### src/plc_pkg.sv
// Package for the positional list block: field widths, operation codes,
// cell commands and the command bundle broadcast to every cell.
// No dependencies.
package plc_pkg;

   localparam int POS_W      = 9;
   localparam int VALUE_W    = 32;
   localparam int INDEX_W    = 8;
   localparam int COUNT_W    = 9;
   localparam int GROUP_SIZE = 16;
   localparam int GROUP_W    = 4;

   typedef enum logic [1:0] {
      OP_INSERT = 2'd0,
      OP_DELETE = 2'd1,
      OP_SEARCH = 2'd2
   } op_type;

   typedef enum logic [1:0] {
      CELL_HOLD,
      CELL_INSERT,
      CELL_DELETE,
      CELL_COMPARE
   } cell_op_type;

   typedef struct packed {
      cell_op_type        op;
      logic [POS_W-1:0]   pos;
      logic [VALUE_W-1:0] value;
   } cell_cmd_type;

endpackage

### src/plc_group_enc.sv
// Find-first encoder over one group of cell match bits, registered.
// Depends on plc_pkg.
module plc_group_enc import plc_pkg::*; (
   input  logic                  clock,
   input  logic [GROUP_SIZE-1:0] hits,
   output logic                  hit,
   output logic [GROUP_W-1:0]    idx
);

   logic               hit_ff, hit_in;
   logic [GROUP_W-1:0] idx_ff, idx_in;

   always_comb begin
      hit_in = |hits;
      idx_in = '0;
      for (int i = GROUP_SIZE - 1; i >= 0; i--) begin
         if (hits[i]) begin
            idx_in = GROUP_W'(i);
         end
      end
   end

   always_ff @(posedge clock) begin
      hit_ff <= hit_in;
      idx_ff <= idx_in;
   end

   assign hit = hit_ff;
   assign idx = idx_ff;

endmodule
### config.mk
export PLATFORM = sky130hd
export DESIGN_NAME = plc_group_enc
export DESIGN_NICKNAME = d
export VERILOG_FILES = /design/src/plc_pkg.sv /design/src/plc_group_enc.sv
export SDC_FILE = /design/constraint.sdc
export NUM_CORES = 1
export LEC_CHECK = 0
export BUFFER_PORTS_ARGS = -buffer_cell sky130_fd_sc_hd__buf_2
export CAP_MARGIN = 30
export CELL_PAD_IN_SITES_DETAIL_PLACEMENT = 1
export CELL_PAD_IN_SITES_GLOBAL_PLACEMENT = 1
export CORE_AREA = 2 2 39 41
export CTS_CLUSTER_DIAMETER = 150
export DETAILED_ROUTE_END_ITERATION = 16
export DIE_AREA = 0 0 41 43
export PLACE_DENSITY_LB_ADDON = 0.2
export SLEW_MARGIN = 0
export SYNTH_ARGS = -nofsm -noshare
export SYNTH_HDL_FRONTEND = slang
export SYNTH_SLANG_ARGS = --single-unit
### constraint.sdc
create_clock -name clock -period 1.6 [get_ports clock]
set_input_delay 0.08 -clock clock [delete_from_list [all_inputs] [get_ports clock]]
set_output_delay 0.08 -clock clock [all_outputs]
set_load 0.02 [all_outputs]
# Word-level counts from Yosys, hierarchy flattened
# Cells that the tools add are included.
[totals]
reg_bits = 5
in_bits = 17
output_inout_bits = 5
[classes]
mux = 15
reduce_logical = 4
[op_table]
columns = ["cell", "n"]
rows = [
  ["2-to-1 mux 4 bit", 8],
  ["OR reduction 16 bit", 1],
  ["2-to-1 mux 3 bit", 4],
  ["OR reduction 8 bit", 1],
  ["2-to-1 mux 2 bit", 2],
  ["OR reduction 4 bit", 1],
  ["OR reduction 2 bit", 1],
  ["2-to-1 mux 1 bit", 1],
]

# Longest topological paths before layout
[logic_depth]
ltp_word = 15
mapped_depth = 4

# Least setup slack after synthesis
# Ideal clock, no wire load.
[synth_timing]
kind = "input to register"
start = "input port hits[4]"
end = "register idx_ff[2], in the netlist idx[2]"
t_arrival_ps = 602
t_required_ps = 1485
setup_slack_ps = 882
path_stages = 3
path_cell_list = "nor4_2 -> o21ai_1 -> and3_1"
[synth_between]
elab_chain_cells = 1
[synth_rtl]
columns = ["item", "line", "source"]
rows = [
  ["from (decl)", "plc_group_enc.sv:5", "input logic [GROUP_SIZE-1:0] hits,"],
  ["2-to-1 mux 3 bit", "plc_group_enc.sv:17", "if (hits[i]) begin"],
  ["to (signal assigned)", "plc_group_enc.sv:25", "idx_ff <= idx_in;"],
  ["to (decl)", "plc_group_enc.sv:11", "logic [GROUP_W-1:0] idx_ff, idx_in;"],
]
# No other way between the ends.
# A chain may end at the register's enable or synchronous reset.

# Worst setup path in the final report
[layout_timing]
start = "register idx_ff[0], in the netlist idx[0]"
end = "output port idx[0]"
[layout_lines]
columns = ["item", "line", "source"]
rows = [
  ["to (decl)", "plc_group_enc.sv:7", "output logic [GROUP_W-1:0] idx"],
]
# No word-level cell between the ends.

==> reports/metrics.cfg <==
[die]
fp.dieArea_um2 = 1763
die_h_um = 43
rows = 14
floorplan.initialDensity_pct = 19.98
core_area_um2 = 1384
boundaryPins = 22
dieWidth_um = 41

[placement]
port_buffers = 21
dpl_cell_area_um2 = 401.6
gp_congestion = 0.6726
hpwlAfterDp_um = 679.6

[worst_setup_path]
cp-startpoint = idx[0]
crit_chain = buf_2
cp_slowest_cell = dfxtp_1
endpoint_kind = output pin
start_kind = flop
cpPeakStageDelay_ps = 300
arrival_ps = 690
critPathMaxFanout = 1
required_ps = 1520
path_buf_inv = 1
cp_top_family = flip-flops
crit_type = reg2out

[synthesis]
ys_types = 17
ys_ff_latch = 5
synth_area_leaders = dfxtp_1, nor2_1, nor4_2, a21oi_1, nand2_1
synthesis.area_um2 = 276.5
synth_warnings = 0
yosysSeqAreaShare_pct = 36.20
yosysTopAreaCellShare_pct = 36.20
syn_area_per_cell_um2 = 7.277
synth_top_area_cell = dfxtp_1
syn_inst = 38
synth_nets = 55

[power_and_ir_drop]
pwr-share-clk_pct = 42.4
switching_power_uw = 84.71
leakage_nw = 0.2132
total_power_uw = 336.0
power_frac_comb_pct = 18.8
power_density_nw_per_um2 = 785.3
swShare_pct = 25.21
vdd_drop_max_v = 0.0001365
power.share.sequential_pct = 38.8
p_int_uw = 251.3

[final_layout]
syn2layout_area_growth_pct = 54.75
layout_common_cells = buf_2, nor2_1, dfxtp_1, nand2_1
drive_above_1_share_pct = 41.27
n_antenna_cell = 0
final_nets = 81
final_common_cell = buf_2
stdcell_area_um2 = 427.9

[detailed_routing]
wl_per_cell_um = 9.595
totalWireLength_um = 758
viasPerCell = 4.405
drt_iter0_drc = 2
ant_nets = 0
dr.pass1.iters = 2
vias = 348
drc = 0

[sta]
rsz0062_at_grt = false
finalCritPeriodShare_pct = 47.97
period_needed_ps = 767.6
relSlewSlack_pct = 82.85
fmax_mhz = 1303
slew_violations = 0
tns_ps = 0
hold_ws_ps = 80.69
setup_viol = 0
finalHoldViolations = 0
worst_slew_pin_slew_ps = 255.1

[global_route]
grt_pass1_vias = 321
grt_max_degree = 5
grt_first_pass_wirelength_um = 1207
antenna_found_initial = 0
grt_usage_pct = 10.30
gr-total-overflow = 0

[clocking]
cts-hold-fix-buffers = 0
cts.clk_slew.worst_paths_ps = 40
cts_tree = yes
clockBufferDepth = 2
h-tree-depth = 1
cts_buffers = 3
cts_root_buf = clkbuf_4
cts_resized = 0
cts.sinks = 5
post_cts_buffers = 0

[status]
status = finished clean

[hold_path]
hp-class = in2reg
hp-start = hits[0]

[flow_run]
max-cap-violations = 0

area by class of cell:
cell class	count	area, µm²
Sequential cell	5	100.1
Fill cell	188	955.9
Timing Repair Buffer	21	105.1
Inverter	3	11.26
Tap cell	16	20.02
Clock buffer	4	26.28
Multi-Input combinational cell	30	165.2
power by group through the flow:
stage	Combinational [mW]	Sequential, mW	Clock, mW
final	0.0633	0.130	0.142
after global routing	0.0707	0.131	0.157
after CTS	0.0643	0.130	0.152
after detailed placement	0.0642	0.133	0
after global placement	0.0646	0.132	0
after floorplan	0.0203	0.138	0
cell usage after synthesis:
library cell	instances
a21oi_1	3
a31oi_1	1
and3_1	2
dfxtp_1	5
inv_1	3
nand2_1	4
nand2b_1	1
nand3_1	2
nor2_1	8
nor2b_1	1
nor3_1	1
nor4_2	2
o21ai_0	1
o21ai_1	1
o22ai_1	1
o311a_1	1
o31ai_1	1
registers in the layout, indices dropped and copies added, names as in the netlist:
name  cells
hit       1
idx       4
per-layer routing:
layer / global-route usage (%) / wire, µm / vias to the layer above
li1: - / - / 185
met1: 11.75 / 305 / 151
met2: 15.00 / 389 / 10
met3: 1.571 / 54 / 2
met4: 10.00 / 8 / 0
met5: 0 / 0 / -
per-stage QoR:
stage	utilization, %	worst slack [ps]	std cells
floorplan	-	882.4	38
finish	30.92	832.4	79
global placement	29.02	668.8	75
CTS	30.92	815.3	79
global route	30.92	784.9	79
detailed placement	29.02	676.0	75
final timing paths:
kind | cells past startpoint | to | slack, ps
min | 2 | idx[0] | 80
max | 1 | idx[0] | 830
cells by family after synthesis:
family / Yosys count / synth area share, %
simple gates: 21 / 39.82
flops: 5 / 36.20
buf+inv: 3 / 4.072
compound gates: 9 / 19.91
Note: power is estimated with default switching activity, not from simulation.
