<file path="src/plc_pkg.sv">
// Package for the positional list block: field widths, operation codes,
// cell commands and the command bundle broadcast to every cell.
// No dependencies.
package plc_pkg;

   localparam int POS_W      = 9;
   localparam int VALUE_W    = 32;
   localparam int INDEX_W    = 8;
   localparam int COUNT_W    = 9;
   localparam int GROUP_SIZE = 16;
   localparam int GROUP_W    = 4;

   typedef enum logic [1:0] {
      OP_INSERT = 2'd0,
      OP_DELETE = 2'd1,
      OP_SEARCH = 2'd2
   } op_type;

   typedef enum logic [1:0] {
      CELL_HOLD,
      CELL_INSERT,
      CELL_DELETE,
      CELL_COMPARE
   } cell_op_type;

   typedef struct packed {
      cell_op_type        op;
      logic [POS_W-1:0]   pos;
      logic [VALUE_W-1:0] value;
   } cell_cmd_type;

endpackage

</file>
<file path="src/plc_cell.sv">
// One list cell: holds a single entry, shifts from its neighbors on
// insert/delete and registers an equality match on search.
// Depends on plc_pkg.
module plc_cell import plc_pkg::*; #(
   parameter int INDEX = 0,
   parameter int CW    = 9
) (
   input  logic               clock,
   input  cell_cmd_type       cmd,
   input  logic [CW-1:0]      count,
   input  logic [VALUE_W-1:0] left_data,
   input  logic [VALUE_W-1:0] right_data,
   output logic [VALUE_W-1:0] data,
   output logic               match
);

   logic [VALUE_W-1:0] data_ff, data_in;
   logic               match_ff, match_in;
   logic               at_pos, above_pos, in_list;

   assign at_pos    = 32'(INDEX) == 32'(cmd.pos);
   assign above_pos = 32'(INDEX) > 32'(cmd.pos);
   assign in_list   = 32'(INDEX) < 32'(count);

   always_comb begin
      data_in  = data_ff;
      match_in = match_ff;
      case (cmd.op)
         CELL_INSERT: begin
            if (at_pos) begin
               data_in = cmd.value;
            end else if (above_pos) begin
               data_in = left_data;
            end
         end
         CELL_DELETE: begin
            if (at_pos || above_pos) begin
               data_in = right_data;
            end
         end
         CELL_COMPARE: begin
            match_in = in_list && (data_ff == cmd.value);
         end
         default: begin
         end
      endcase
   end

   always_ff @(posedge clock) begin
      data_ff  <= data_in;
      match_ff <= match_in;
   end

   assign data  = data_ff;
   assign match = match_ff;

endmodule

</file>
<file path="config.mk">
export PLATFORM = sky130hd
export DESIGN_NAME = plc_cell
export DESIGN_NICKNAME = d
export VERILOG_FILES = /design/src/plc_pkg.sv /design/src/plc_cell.sv
export SDC_FILE = /design/constraint.sdc
export NUM_CORES = 1
export LEC_CHECK = 0
export BUFFER_PORTS_ARGS = -buffer_cell sky130_fd_sc_hd__buf_4
export CAP_MARGIN = 20
export CORE_MARGIN = 4
export CORE_UTILIZATION = 43
export CTS_BUF_LIST = sky130_fd_sc_hd__clkbuf_4 sky130_fd_sc_hd__clkbuf_8
export CTS_CLUSTER_DIAMETER = 200
export DETAILED_ROUTE_END_ITERATION = 16
export PLACE_DENSITY = 0.88
export SYNTH_ARGS = -nofsm -noshare
export SYNTH_HDL_FRONTEND = slang
export SYNTH_SLANG_ARGS = --single-unit
</file>
<file path="constraint.sdc">
create_clock -name clock -period 9.9 [get_ports clock]
set_input_delay 1.98 -clock clock [delete_from_list [all_inputs] [get_ports clock]]
set_output_delay 1.98 -clock clock [all_outputs]
set_load 0.02 [all_outputs]
</file>
# After elaboration in Yosys (flattened, before gate mapping)
# Index checks and enable logic that the tools add are counted.
[word_totals]
latch_bits = 0
memories = 0
rom_bits = 0
ff_bits = 33
ram_bits = 0
inputBits = 117
out_inout_bits = 33
[op_classes]
multipliers = 0
n_shift = 0
muxes = 3
reduce_logical = 4
n_div = 0
eq_ne = 6
addsub = 0
order_cmp = 1
bitwise_logic = 0
[op_table]
columns = ["op", "n"]
rows = [
  ["32-bit two-way mux", 2],
  ["32-bit one-hot mux with 2 select lines", 1],
  ["32-bit == test", 1],
  ["9-bit logical NOT", 1],
  ["1-bit by 9-bit less-than comparator with 1-bit output, first input constant", 1],
  ["2-bit == test, second input constant", 2],
  ["2-bit inequality test, second input constant", 2],
  ["3-bit AND reduction", 1],
  ["2-bit by 1-bit == test with 1-bit output, second input constant", 1],
  ["2-bit nonzero test", 1],
  ["1-bit logical AND", 1],
]

# Logic depth before layout (Yosys ltp)
[logic_depth]
word_depth = 3
depth_mapped = 5
mapped_depth_nobuf = 4

# Least setup slack after synthesis
# OpenSTA, ideal clock, no wires.
[synth_path]
path_type = "input port to flip-flop"
startpoint = "input cmd[33] in the netlist's numbering"
endpoint = "register data_ff[0], in the netlist data[0] (enable)"
required_ns = 9.458
setup_ns = 0.442
arrival_ns = 4.366
stages = 2
path_slack_ns = 5.092
cell_sequence = "or4_1 -> nor4_2"
[synth_between]
elab_chain_cells = 3
[synth_lines]
columns = ["item", "line", "text"]
rows = [
  ["start, declared", "plc_cell.sv:9", "input cell_cmd_type cmd,"],
  ["9-bit logical NOT *", "plc_cell.sv:21", "assign at_pos = 32'(INDEX) == 32'(cmd.pos);"],
  ["2-bit inequality test (no source line)", "-", ""],
  ["3-bit AND reduction (no source line) *", "-", ""],
  ["end signal, assigned", "plc_cell.sv:50", "data_ff <= data_in;"],
  ["end, declared", "plc_cell.sv:17", "logic [VALUE_W-1:0] data_ff, data_in;"],
]
# Every way passes the cells marked *; elsewhere a longest branch is shown, timed or not.
# A chain may end at the register's enable or synchronous reset.

# Final worst setup path
[layout_path]
startpoint = "input cmd[41] in the netlist's numbering"
endpoint = "register data_ff[22], in the netlist data[22] (enable)"
[layout_between]
elab_chain_cells = 3
[layout_lines]
columns = ["item", "line", "text"]
rows = [
  ["2-bit by 1-bit == test with 1-bit output / 2-bit == test (equally long branches)", "plc_cell.sv:28", "case (cmd.op)"],
  ["2-bit inequality test (no source line) / 2-bit nonzero test (equally long branches)", "-", ""],
  ["3-bit AND reduction (no source line) *", "-", ""],
]
# Marked as above.

==> results.md <==
- Status: finished clean
- CTS root buf: clkbuf_8
- Total CTS buffers: 5
- Initial antenna violation count: 0
- Fillers: between 300 and 400
- Worst stage delay on the critical path: between 700 and 800 ps
- Fin nets: approximately 360
- Fin crit share: 43.6%
- Routed length per instance: about 17 um
- DIE HEIGHT: between 70 and 80 um
- Critical-path top delay cell: nor4_4
- DRC Markers: 0
- Final Hold Vio Count: 0
- CP Capture Type: flop
- DR pass1 iterations: 4
- Crit path max-delay family: simple AND/OR/NAND/NOR gates
- Worst path buffer plus inverter count: 2
- Drt first-iter violations: 28
- Worst-Skew Late Latency: approximately 280 ps
- Most numerous cell in the Yosys netlist: edfxtp_1
- Vias per inst: 4.98
- Ys Warns: 0
- CP arrival: 4270 ps
- Worst min-delay path class: reg -> reg
- Largest area contributor in the netlist: edfxtp_1
- Yosys cell types: 16
- Max FO, Critical Path: 33
- Synth-to-layout area growth: 55.4%
- Clk sinks: 33
- Routed wire length: 5.01 mm
- Startpoint class of the critical path: input pin
- Post-CTS resize count: 0
- Share of Yosys cell area claimed by the top area cell type: between 50 and 60%
- Yosys reg bits: 33
- Post-route ant nets: 0
- Synth top area cells: edfxtp_1 (54%), mux2_2 (20%), xor2_1 (12%), xnor2_1 (3.8%), nor4_2 (2.7%)
- Final Setup Violations: 0
- Peak supply drop: ~0.090 mV
- Antenna cells: 0
- Relative slew slack: ~36%
- Worst clock skew: 10.2 ps
- Pwr/cell area: between 100 and 150 nW/um2
- CP Launch Point: cmd[41]
- Hold Buf Count CTS: 0
- EDFF count, synth: 33
- CP most frequent cell: buf_4
- Mapped Area: between 1500 and 2000 um2
- R2R Path Start: data[27]
- Initial Util: about 45%
- Internal: 241 uW
- Main synth FF type: edfxtp_1
- LEAKAGE: about 0.0012 uW
- Sw Pwr: roughly 64 uW
- TNS Setup: 0 ps
- CTS tree: built
- Gate count of the mapped netlist: around 120
- CP Cell Sequence: buf_4, nor2b_4, o21ai_1, nor4_4, buf_4
- RSZ-0062 raised after global routing: false
- Global-route wire length before repair: 7.63 mm
- Critical path class: in -> reg
- Switching part of the total: between 20% and 30%
- CTS H-tree depth: 2
- Hold Slack: roughly 740 ps
- WP data required: 9860 ps
- Syn nets: 240
- Comb power frac: ~17%
- Core Box Area: between 4000 and 5000 um2
- Die X: ~73 um
- Pins Over Slew Limit: 0
- # rows: 23
- Clock Power Share: between 30% and 40%
- Number of global-route vias before repair: between 1500 and 2000
- Async SR Flop Fraction: 0%
- Transition time of the tightest slew-check pin: between 900 and 1000 ps
- Clock-pin slew on the worst setup and hold paths: 60 ps
- RePlAce Congestion: a little over 0.7
- Detailed Place HPWL: ~4.2 mm
- Largest net degree at the start of global routing: 34
- Min-delay src: data[22]
- Post-synth top cells: edfxtp_1 (33), mux2_2 (32), xor2_1 (24), xnor2_1 (8), nor4_1 (5)
- GRT Total Usage: about 19%
- Syn Area/Cell: around 15 um2
- Gr ovfl total: 0
- Reg power frac: roughly half
- F_max: roughly 0.23 GHz
- Ports: 150
- Number of max-cap violations: 0
- Share of layout cells above drive strength 1: between 60% and 70%
- DIE AREA: ~5400 um2
- Setup bufs post-CTS: 0
- Fin crit period: 4310 ps
- Routed vias: between 1000 and 1500
- Sequential share of the synthesized area: a little over half
- PortBufs: between 100 and 150
- CTS Buffer Depth: 2
[routing by layer]
layer  track usage (%)  routed length [um]
met5                 0                   0
met4              4.51                  74
met3              10.6                 668
met2              34.9                2570
met1              18.8                1700
[sequential cells by signal, summed over array words and instances (netlist names)]
register,flops
data,32
match,1
[kinds of logic (layout without fill, tap and decap cells)]
| logic type | after synthesis | in the layout | share of synthesized area [%] |
|---|---|---|---|
| compound gates | 1 | 1 | 0.274 |
| xor+xnor | 32 | 32 | 15.4 |
| buf+inv | 4 | 126 | 2.12 |
| flops | 33 | 33 | 54.3 |
| mux | 32 | 32 | 19.7 |
| simple gates | 21 | 21 | 8.23 |
[final cells by class]
type                       instances  area, um2  area share (%)
clock inverter                     2       10.0           0.353
timing repair buffer             118        886            31.2
tap                               50       62.6            2.20
sequential                        33        991            34.9
multi-input combinational         86        812            28.6
clock buffer                       6       76.3            2.69
[worst paths after layout]
path,to,slack (ps),cells after the start
worst max-delay path,data[22],5590,5
worst min-delay path,match,740,3
worst max register to register,match,8420,4
worst min register to register,match,740,3
[through the flow]
stage	worst slack, ps	util (%)	power, uW	std cells	area (um2)
final	5590	69.9	305	295	2840
after global routing	5360	69.9	320	295	2840
after CTS	5530	69.9	307	295	2840
after detailed placement	5230	67.8	210	287	2750
after global placement	5190	67.8	208	287	2750
after floorplan	5090	-	179	123	1830
[worst register-to-register path, cell delays in order, from the launching register on]
cell and delay (ps):
edfxtp_1 400, xor2_1 170, nor4_1 400, nand4_1 180, nor4_2 160
[placed cells by master, fill, tap and decap left out]
cell type,instances
buf_4,118
edfxtp_1,33
mux2_2,32
xor2_1,24
xnor2_1,8
nor4_1,5
clkbuf_8,5
nand4_1,3
nor4_2,3
nor3_1,2
nand3_1,2
clkinv_2,2
nor2b_4,1
nor2_1,1
or4_1,1
nor2b_1,1
o21ai_1,1
nor4_4,1
and2_1,1
clkbuf_4,1
[power by group through the flow]
stage / clock [uW] / sequential (uW) / combinational, uW
2_1_floorplan: 0 / 158 / 20.6
3_3_place_gp: 0 / 158 / 49.9
3_5_place_dp: 0 / 158 / 51.8
4_1_cts: 101 / 155 / 51.9
5_1_grt: 109 / 155 / 55.9
6_report: 98.4 / 155 / 51.3
Note: power is estimated with default switching activity, not from simulation.
